$ cat src/hw/rtl/crc_protected_flash_block_writer_core_assert.svh
// Assertion macros for the CRC-protected flash record writer.
// Depends on a clock named clk and an active-low reset named arst_n in scope.
`ifndef CRC_PROTECTED_FLASH_BLOCK_WRITER_CORE_ASSERT_SVH
`define CRC_PROTECTED_FLASH_BLOCK_WRITER_CORE_ASSERT_SVH

// check a property on every clock edge outside reset
`define CRCFW_ASSERT(lbl, prop, msg) \
	lbl: assert property (@(posedge clk) disable iff (!arst_n) prop) else $error(msg);

// check a property on every clock edge, reset included
`define CRCFW_ASSERT_ALWAYS(lbl, prop, msg) \
	lbl: assert property (@(posedge clk) prop) else $error(msg);

`endif

$ cat src/hw/rtl/crcfw_pkg.sv
// Shared types and constants of the CRC-protected flash record writer.
// No dependencies.
package crcfw_pkg;

	localparam int ADDR_W            = 24;
	localparam int BLOCK_BYTES_DEF   = 32;
	localparam int PADDR_W           = 3;
	localparam int PDATA_W           = 32;

	localparam logic [15:0] CRC_INIT = 16'hFFFF;
	localparam logic [15:0] CRC_POLY = 16'h8005;
	localparam logic [7:0]  PAD_BYTE = 8'hFF;

	localparam logic REG_IDX_BASE = 1'b0;

	typedef enum logic [1:0] {
		KIND_DATA = 2'd0,
		KIND_PAD  = 2'd1,
		KIND_CRC  = 2'd2
	} kind_t;

	typedef enum logic [1:0] {
		ST_DATA,
		ST_PAD,
		ST_CRC_HI,
		ST_CRC_LO
	} frm_state_t;

	typedef struct packed {
		logic [7:0]  data_byte;
		logic [17:0] block_index;
		logic        first;
		logic        last;
	} in_item_t;

	typedef struct packed {
		logic [ADDR_W-1:0] flash_addr;
		logic [7:0]        out_byte;
		kind_t             kind;
		logic              run_end;
	} out_item_t;

	typedef struct packed {
		logic busy;
		logic closing;
	} frm_status_t;

endpackage

$ cat src/hw/rtl/crcfw_crc8.sv
// One-byte CRC16 update, polynomial 0x8005, MSB first.
// Depends on crcfw_pkg.
module crcfw_crc8 import crcfw_pkg::*; (
	input  logic [15:0] crc_in,
	input  logic [7:0]  byte_in,
	output logic [15:0] crc_out
);

	always_comb begin
		logic [15:0] c;
		c = crc_in ^ {byte_in, 8'h00};
		for (int i = 0; i < 8; i++) begin
			if (c[15]) begin
				c = {c[14:0], 1'b0} ^ CRC_POLY;
			end else begin
				c = {c[14:0], 1'b0};
			end
		end
		crc_out = c;
	end

endmodule

$ cat src/hw/rtl/crcfw_framer.sv
// Record sequencer: running CRC, fill count and address, one result per advance.
// Depends on crcfw_pkg and crcfw_crc8.
module crcfw_framer import crcfw_pkg::*; #(
	parameter int BLOCK_BYTES = BLOCK_BYTES_DEF
) (
	input  logic              clk,
	input  logic              arst_n,
	input  logic [ADDR_W-1:0] base_addr,
	input  logic              in_valid,
	output logic              in_ready,
	input  in_item_t          in_data,
	output logic              res_valid,
	input  logic              res_ready,
	output out_item_t         res,
	output frm_status_t       status
);

	localparam int FILL_W = $clog2(BLOCK_BYTES + 1);
	localparam logic [ADDR_W-1:0] REC_LEN  = ADDR_W'(BLOCK_BYTES + 2);
	localparam logic [FILL_W-1:0] FILL_MAX = FILL_W'(BLOCK_BYTES);

	frm_state_t        state_q, state_d;
	logic [15:0]       crc_q, crc_d, crc_src, crc_step;
	logic [FILL_W-1:0] fill_q, fill_d, fill_base, fill_inc;
	logic [ADDR_W-1:0] addr_q, start_addr;
	logic [7:0]        byte_src;
	logic              restart, full, advance;

	assign restart    = (state_q == ST_DATA) && in_data.first;
	assign fill_base  = restart ? '0 : fill_q;
	assign fill_inc   = fill_base + FILL_W'(1);
	assign full       = (fill_inc == FILL_MAX);
	assign start_addr = base_addr + ADDR_W'(in_data.block_index) * REC_LEN;
	assign advance    = res_valid && res_ready;

	crcfw_crc8 u_crc8 (
		.crc_in  (crc_src),
		.byte_in (byte_src),
		.crc_out (crc_step)
	);

	always_comb begin
		case (state_q)
			ST_DATA: begin
				if (full) begin
					state_d = ST_CRC_HI;
				end else if (in_data.last) begin
					state_d = ST_PAD;
				end else begin
					state_d = ST_DATA;
				end
			end
			ST_PAD: begin
				state_d = full ? ST_CRC_HI : ST_PAD;
			end
			ST_CRC_HI: state_d = ST_CRC_LO;
			ST_CRC_LO: state_d = ST_DATA;
			default:   state_d = ST_DATA;
		endcase
	end

	always_comb begin
		in_ready       = 1'b0;
		res_valid      = 1'b1;
		crc_src        = crc_q;
		byte_src       = PAD_BYTE;
		crc_d          = crc_q;
		fill_d         = fill_q;
		res.flash_addr = addr_q;
		res.out_byte   = PAD_BYTE;
		res.kind       = KIND_PAD;
		res.run_end    = 1'b0;
		case (state_q)
			ST_DATA: begin
				in_ready       = res_ready;
				res_valid      = in_valid;
				crc_src        = in_data.first ? CRC_INIT : crc_q;
				byte_src       = in_data.data_byte;
				crc_d          = crc_step;
				fill_d         = fill_inc;
				res.flash_addr = in_data.first ? start_addr : addr_q;
				res.out_byte   = in_data.data_byte;
				res.kind       = KIND_DATA;
				res.run_end    = !full && !in_data.last;
			end
			ST_PAD: begin
				crc_d  = crc_step;
				fill_d = fill_inc;
			end
			ST_CRC_HI: begin
				res.out_byte = crc_q[15:8];
				res.kind     = KIND_CRC;
			end
			ST_CRC_LO: begin
				res.out_byte = crc_q[7:0];
				res.kind     = KIND_CRC;
				res.run_end  = 1'b1;
				crc_d        = CRC_INIT;
				fill_d       = '0;
			end
			default: begin
				res_valid = 1'b0;
			end
		endcase
	end

	assign status.busy    = (state_q != ST_DATA);
	assign status.closing = (state_q == ST_CRC_HI) || (state_q == ST_CRC_LO);

	always_ff @(posedge clk or negedge arst_n) begin
		if (!arst_n) begin
			state_q <= ST_DATA;
			crc_q   <= CRC_INIT;
			fill_q  <= '0;
			addr_q  <= '0;
		end else if (advance) begin
			state_q <= state_d;
			crc_q   <= crc_d;
			fill_q  <= fill_d;
			addr_q  <= res.flash_addr + ADDR_W'(1);
		end
	end

endmodule

$ cat src/hw/rtl/crc_protected_flash_block_writer_core.sv
// Top level of the CRC-protected flash record writer: register port, output register.
// Depends on crcfw_pkg, crcfw_framer and the assertion macro header.
//
// Each accepted byte comes out as one or more addressed result transfers, one
// result per clock through a single output register while out_ready is high.
// A plain data byte gives one result, so bytes stream at one per clock. The
// byte that fills a record is followed by the two CRC bytes; a last byte that
// leaves a partial record is followed by padding up to BLOCK_BYTES and the CRC.
// Emitting padding and CRC holds off the next input, as does a full output
// register. A first byte restarts at base_addr + block_index * (BLOCK_BYTES + 2),
// addresses wrap at 2^24; base_addr is at byte address 0 of the register port.
module crc_protected_flash_block_writer_core import crcfw_pkg::*; #(
	parameter int BLOCK_BYTES = BLOCK_BYTES_DEF
) (
	input  logic               clk,
	input  logic               arst_n,
	input  logic               psel,
	input  logic               penable,
	input  logic               pwrite,
	input  logic [PADDR_W-1:0] paddr,
	input  logic [PDATA_W-1:0] pwdata,
	output logic [PDATA_W-1:0] prdata,
	output logic               pready,
	input  logic               in_valid,
	output logic               in_ready,
	input  in_item_t           in_data,
	output logic               out_valid,
	input  logic               out_ready,
	output out_item_t          out_data
);

`include "crc_protected_flash_block_writer_core_assert.svh"

	logic [ADDR_W-1:0] base_addr_q;
	logic              out_valid_q;
	out_item_t         out_data_q;
	logic              res_valid, res_ready;
	out_item_t         res;
	frm_status_t       status;
	logic              reg_hit;

	assign pready  = 1'b1;
	assign reg_hit = (paddr[PADDR_W-1] == REG_IDX_BASE);
	assign prdata  = reg_hit ? PDATA_W'(base_addr_q) : '0;

	always_ff @(posedge clk or negedge arst_n) begin
		if (!arst_n) begin
			base_addr_q <= '0;
		end else if (psel && penable && pwrite && reg_hit) begin
			base_addr_q <= pwdata[ADDR_W-1:0];
		end
	end

	crcfw_framer #(
		.BLOCK_BYTES (BLOCK_BYTES)
	) u_framer (
		.clk       (clk),
		.arst_n    (arst_n),
		.base_addr (base_addr_q),
		.in_valid  (in_valid),
		.in_ready  (in_ready),
		.in_data   (in_data),
		.res_valid (res_valid),
		.res_ready (res_ready),
		.res       (res),
		.status    (status)
	);

	assign res_ready = !out_valid_q || out_ready;

	always_ff @(posedge clk or negedge arst_n) begin
		if (!arst_n) begin
			out_valid_q <= 1'b0;
		end else if (res_ready) begin
			out_valid_q <= res_valid;
		end
	end

	always_ff @(posedge clk) begin
		if (res_ready) begin
			out_data_q <= res;
		end
	end

	assign out_valid = out_valid_q;
	assign out_data  = out_data_q;

	`CRCFW_ASSERT(a_ready_needs_slot, in_ready |-> !(out_valid && !out_ready), "input taken while output slot is full")
	`CRCFW_ASSERT(a_run_continues, (out_valid && out_ready && !out_data.run_end) |=> out_valid, "gap inside a result run")
	`CRCFW_ASSERT(a_busy_blocks_input, (status.busy || status.closing) |-> !in_ready, "input taken during padding or CRC")

endmodule
$ cat config.mk
export PLATFORM = sky130hd
export DESIGN_NAME = crc_protected_flash_block_writer_core
export DESIGN_NICKNAME = d
export VERILOG_FILES = /design/src/hw/rtl/crcfw_pkg.sv /design/src/hw/rtl/crcfw_crc8.sv /design/src/hw/rtl/crcfw_framer.sv /design/src/hw/rtl/crc_protected_flash_block_writer_core.sv
export VERILOG_INCLUDE_DIRS = /design/src /design/src/hw/rtl
export SDC_FILE = /design/constraint.sdc
export NUM_CORES = 1
export LEC_CHECK = 0
export ABC_AREA = 1
export BUFFER_PORTS_ARGS = -buffer_cell sky130_fd_sc_hd__buf_2
export CAP_MARGIN = 25
export CORE_ASPECT_RATIO = 1.4
export CORE_MARGIN = 4
export CORE_UTILIZATION = 41
export DETAILED_ROUTE_END_ITERATION = 7
export HOLD_SLACK_MARGIN = 0.03
export PLACE_DENSITY_LB_ADDON = 0.08
export SLEW_MARGIN = 20
export SYNTH_ARGS = -nofsm -noshare
export SYNTH_HDL_FRONTEND = slang
export SYNTH_HIERARCHICAL = 1
export SYNTH_SLANG_ARGS = --single-unit
$ cat constraint.sdc
create_clock -name clk -period 4.52 [get_ports clk]
set_input_delay 0.226 -clock clk [delete_from_list [all_inputs] [get_ports clk]]
set_output_delay 0.226 -clock clk [all_outputs]
set_load 0.1 [all_outputs]
After elaboration in Yosys (flattened, before gate mapping):

Index checks and enable logic that the tools add are counted.
Widths: inputs -> output; s select.

* muxes and demuxes: 25
* reduce and logical (&&, ||, !) cells: 14
* $add $sub $neg: 3
* multiply operators: 1
* equal/unequal tests: 4
* bitwise logic cells: 10

Operators with widths (count)
* $mux 16: 10
* $mux 24: 3
* $pmux 16 s2: 1
* $pmux 10 s3: 1
* $add 24x1->24 const B: 1
* $add 24x24->24: 1
* $not 3->3: 8
* $mul 18x5->23 const B: 1
* $xor 16x16->16: 1
* $pmux 6 s2: 1
* $mux 8: 1
* $pmux 2 s4: 1
* $add 6x1->6 const B: 1
* $eq 6x6->1 const B: 1
* $logic_and 1x1->1: 6
* $mux 6: 1
* $eq 2x2->1 const B: 2
* $mux 2: 2
* $logic_not 1->1: 3
* $mux 1: 3
* $eq 2x1->1 const B: 1
* $logic_not 2->1: 1
* $pmux 1 s2: 1
* $reduce_and 2->1: 1
* 4 further kinds: 4

* output and inout bits: 70
* register bits after elaboration: 108
* word-level logic and storage cells: 67
* bits of input ports: 70

Depth between registers and ports, before layout:

* depth in word-level cells: 20
* depth in mapped cells: 30
* mapped depth without buffers: 30

Cells and area by module:

Netlist, hierarchy kept.

By module, submodules not included
* crcfw_framer: cells each 916, instances 1, area each 5758.0 µm²
* crc_protected_flash_block_writer_core: cells each 209, instances 1, area each 2358.5 µm²
* crcfw_crc8: cells each 81, instances 1, area each 585.6 µm²

Worst setup path before layout:

No wires, ideal clock.

* path type: in2reg
* start point: input in_data[3] (netlist name)
* end point: register u_framer.addr_q[22]
* cell stages on the path: 27
* slack: 0.740 ns
* path buffers: 0
* required time: 4.403 ns
* arrival time: 3.663 ns
* cell sequence: ha_1 -> ha_1 -> inv_1 -> fa_1 -> inv_1 -> a31oi_1 -> o211ai_1 -> a21boi_0 -> o21ai_0 -> a21boi_0 -> xnor2_1 -> ha_1 -> nand2_1 -> inv_1 -> nand2_1 -> nor2_1 -> nand3_1 -> nand3_1 -> nand2_1 -> nand3_1 -> nand2_1 -> inv_1 -> nand2_1 -> nor2_1 -> nand4_1 -> nand3_1 -> nand2_1

RTL lines
* start, declared: RTL line crc_protected_flash_block_writer_core.sv:26 `input in_item_t in_data,`
* end signal, assigned: RTL line crcfw_framer.sv:120 `addr_q <= res.flash_addr + ADDR_W'(1);`
* end, declared: RTL line crcfw_framer.sv:25 `logic [ADDR_W-1:0] addr_q, start_addr;`

==> impl_metrics.env <==
export IMPL_cellPowerDensity_nw_per_um2=712
export IMPL_critical_path_most_common_cell="nand2_1"
export IMPL_row_count=62
export IMPL_clock_skew_ns=0.0110
export IMPL_gr_usage_met1_pct=21.1
export IMPL_grt_max_degree=44
export IMPL_final_common_cell="nand2_1"
export IMPL_clk_latency_ns=0.37
export IMPL_maxSlewViolCount=0
export IMPL_drc=0
export IMPL_fillers=2156
export IMPL_die_w_microns=131
export IMPL_outcome="complete, no violations"
export IMPL_ys_seq_area_share_pct=33.3
export IMPL_wirelength_mm=22.5
export IMPL_final_layout_size_suffix_gt1_share_pct=18.0
export IMPL_worstPathMaxFanout=5
export IMPL_cp_required_ns=4.77
export IMPL_dr_pass1_iters=4
export IMPL_final_antenna_net_count=0
export IMPL_endpoint_kind="flip-flop"
export IMPL_core_area_sq_um=20700
export IMPL_clock_sinks=108
export IMPL_holdCritStartpoint="pwdata[1]"
export IMPL_peakVddDrop_v=0.000421
export IMPL_critPathLaunch="in_data[3]"
export IMPL_synth_area_top_cells="dfrtp_1 (16%), nand2_1 (16%), edfxtp_1 (12%)"
export IMPL_drt_iter0_markers=335
export IMPL_yosysTopAreaCellShare_pct=16.4
export IMPL_start_util_pct=42.0
export IMPL_use_met3_pct=3.16
export IMPL_post_route_min_period_ns=4.00
export IMPL_clk_pin_slew_ns=0.08
export IMPL_setup_viol=0
export IMPL_grt_pass1_vias=7782
export IMPL_gr_total_overflow=0
export IMPL_mostFrequentLayoutCells="nand2_1 (367), inv_1 (181), buf_2 (119)"
export IMPL_cp_buffers_inverters=5
export IMPL_synth_compound_area_share_pct=8.30
export IMPL_busiest_layer="met2"
export IMPL_cts_root_buf="clkbuf_16"
export IMPL_synth_simple_area_share_pct=33.6
export IMPL_cts_buffers=9
export IMPL_vias_per_cell=4.85
export IMPL_hold_viol_final=0
export IMPL_antennaDiodeCount=0
export IMPL_muxShareOfSynthArea_pct=0
export IMPL_p_leak_uw=0.00534
export IMPL_port_buffers=120
export IMPL_fin_util_pct=47.1
export IMPL_dieArea_sq_um=23700
export IMPL_cts_buffer_depth=2
export IMPL_cp_data_arrival_time_ns=4.25
export IMPL_worst_slew_pin_slew_ns=0.714
export IMPL_syn_area_per_cell_sq_um=7.22
export IMPL_synthAdderAreaFrac_pct=9.09
export IMPL_vias=7645
export IMPL_cts_repair_resized=0
export IMPL_grtUsageMet2_pct=38.2
export IMPL_path_class="primary input to flip-flop"
export IMPL_rsz0062_at_grt="false"
export IMPL_cap_violations=0
export IMPL_fin_crit_sh_pct=88.4
export IMPL_setup_tns_final_ns=0
export IMPL_post_drt_wl_per_cell_microns=14.3
export IMPL_syn_cell_area_sq_um=8700
export IMPL_hp_class="primary input to flip-flop"
export IMPL_ys_types=52
export IMPL_synth_top_family_by_area="simple AND/OR/NAND/NOR gates"
export IMPL_nets=1446
export IMPL_crit_family="adder cells"
export IMPL_dpl_hpwl_mm=17.9
export IMPL_tritoncts="yes"
export IMPL_setup_worst_path_start_class="primary input"
export IMPL_post_cts_setup_buffers=0
export IMPL_yosysWarnings=6
export IMPL_io_pins=140
export IMPL_netlist_instances=1206
export IMPL_ctsHoldBuffers=1
export IMPL_antenna_found_initial=0
export IMPL_synth_xor_area_share_pct=4.21
export IMPL_relSlewSlack_pct=52.4
export IMPL_cpPeakStageDelay_ns=0.40
export IMPL_r2r_start="u_framer/state_q[0]"
export IMPL_clock_fmax_mhz=250
export IMPL_cts_max_level=3
export IMPL_yosys_register_bits=108
export IMPL_gp_congestion=0.893
export IMPL_synth_top_cell_by_area="dfrtp_1"
export IMPL_die_h_microns=180
export IMPL_grt_usage_pct=19.5
export IMPL_cpMaxStageDelayCell="fa_1"
export IMPL_grt_pass1_wl_mm=37.9
export IMPL_syn2layout_area_growth_pct=12.2
-- sequential cells by signal, indices dropped and copies added (netlist names) --
register / cells
base_addr_q: 24
out_data: 35
out_valid: 1
u_framer/addr_q: 24
u_framer/crc_q: 16
u_framer/fill_q: 6
u_framer/state_q: 2
-- layer usage --
metal / wire length [microns] / part of all wire, %
met5: 0 / 0
met4: 586 / 2.6
met3: 775 / 3.4
met2: 12200 / 54
met1: 8960 / 40
-- cells in the mapped netlist, drive strengths merged --
library cell / count
dfrtp: 57
a22o: 1
nand3: 102
xnor2: 17
dfstp: 16
buf: 33
nor4: 1
a21oi: 63
and2: 1
a31oi: 3
edfxtp: 35
inv: 190
clkinv: 1
o32ai: 1
nand3b: 7
nor3: 2
or2: 6
a21boi: 2
conb: 2
a21o: 1
o22ai: 4
o21bai: 2
clkbuf: 9
ha: 60
o31ai: 2
fa: 2
o21ai: 28
xor2: 24
o211ai: 1
o221ai: 8
nand2: 391
nand4: 17
nor2: 117
-- final cells by class --
| cell class | count | area, sq um | share of cell area (%) |
|---|---|---|---|
| multi-input cells | 872 | 4840 | 49.6 |
| flip-flops and latches | 108 | 2900 | 29.7 |
| inverters | 191 | 719 | 7.37 |
| repair buffers | 132 | 696 | 7.12 |
| well taps | 256 | 320 | 3.28 |
| clock buffers | 10 | 229 | 2.34 |
| clock inverters | 6 | 60.1 | 0.615 |
-- power by group --
part	switching (uW)	internal, uW	leakage (uW)
Combinational	3310	1200	0.00398
Clock	412	387	0.000134
Sequential	163	1490	0.00123
-- metrics by stage --
stage          instance area [sq um]  setup slack, ns  hold slack (ns)  total power (uW)  std cells
6_report                        9770            0.524           0.0895              6950       1575
5_1_grt                         9770          0.00399           0.0843              7520       1575
4_1_cts                         9770            0.505           0.0698              7050       1575
3_5_place_dp                    9470            0.140            0.190              6220       1558
3_3_place_gp                    9470            0.170            0.189              6190       1558
2_1_floorplan                   8730            0.740          -0.0696              5380       1213
-- logic make-up (layout without fill, tap and decap cells) --
group                      Yosys count  after routing
and+or+nand+nor                    644            644
buffers and inverters              233            339
AOI/OAI and AO/OA                  116            116
DFF                                108            108
adders and majority gates           62             62
xor gates and xnor gates            41             41
other                                2              9
-- worst register-to-register path: stages (launching register included) --
cell     delay (ns)
dfrtp_1        0.42
inv_1          0.15
ha_1           0.22
nand2_2        0.09
inv_4          0.31
nand2_1        0.11
nand2_1        0.13
ha_1           0.18
nand2_1        0.07
nor2_1         0.15
nand2_1        0.10
nor2_2         0.14
nand2_1        0.11
nor2_4         0.16
nand3_2        0.14
nor2_4         0.17
nand3_1        0.09
nand3_1        0.08
o21ai_1        0.08
-- final timing paths --
check,slack [ns],cells after the start,endpoint
min in group asynchronous,0.33,2,base_addr_q[10]
max in group asynchronous,3.25,3,u_framer/fill_q[5]
setup / recovery,0.52,28,u_framer/addr_q[23]
setup reg to reg,1.48,18,u_framer/addr_q[20]
hold reg to reg,0.48,2,u_framer/addr_q[21]
hold / removal,0.09,3,base_addr_q[1]
(Power assumes the default switching activity.)
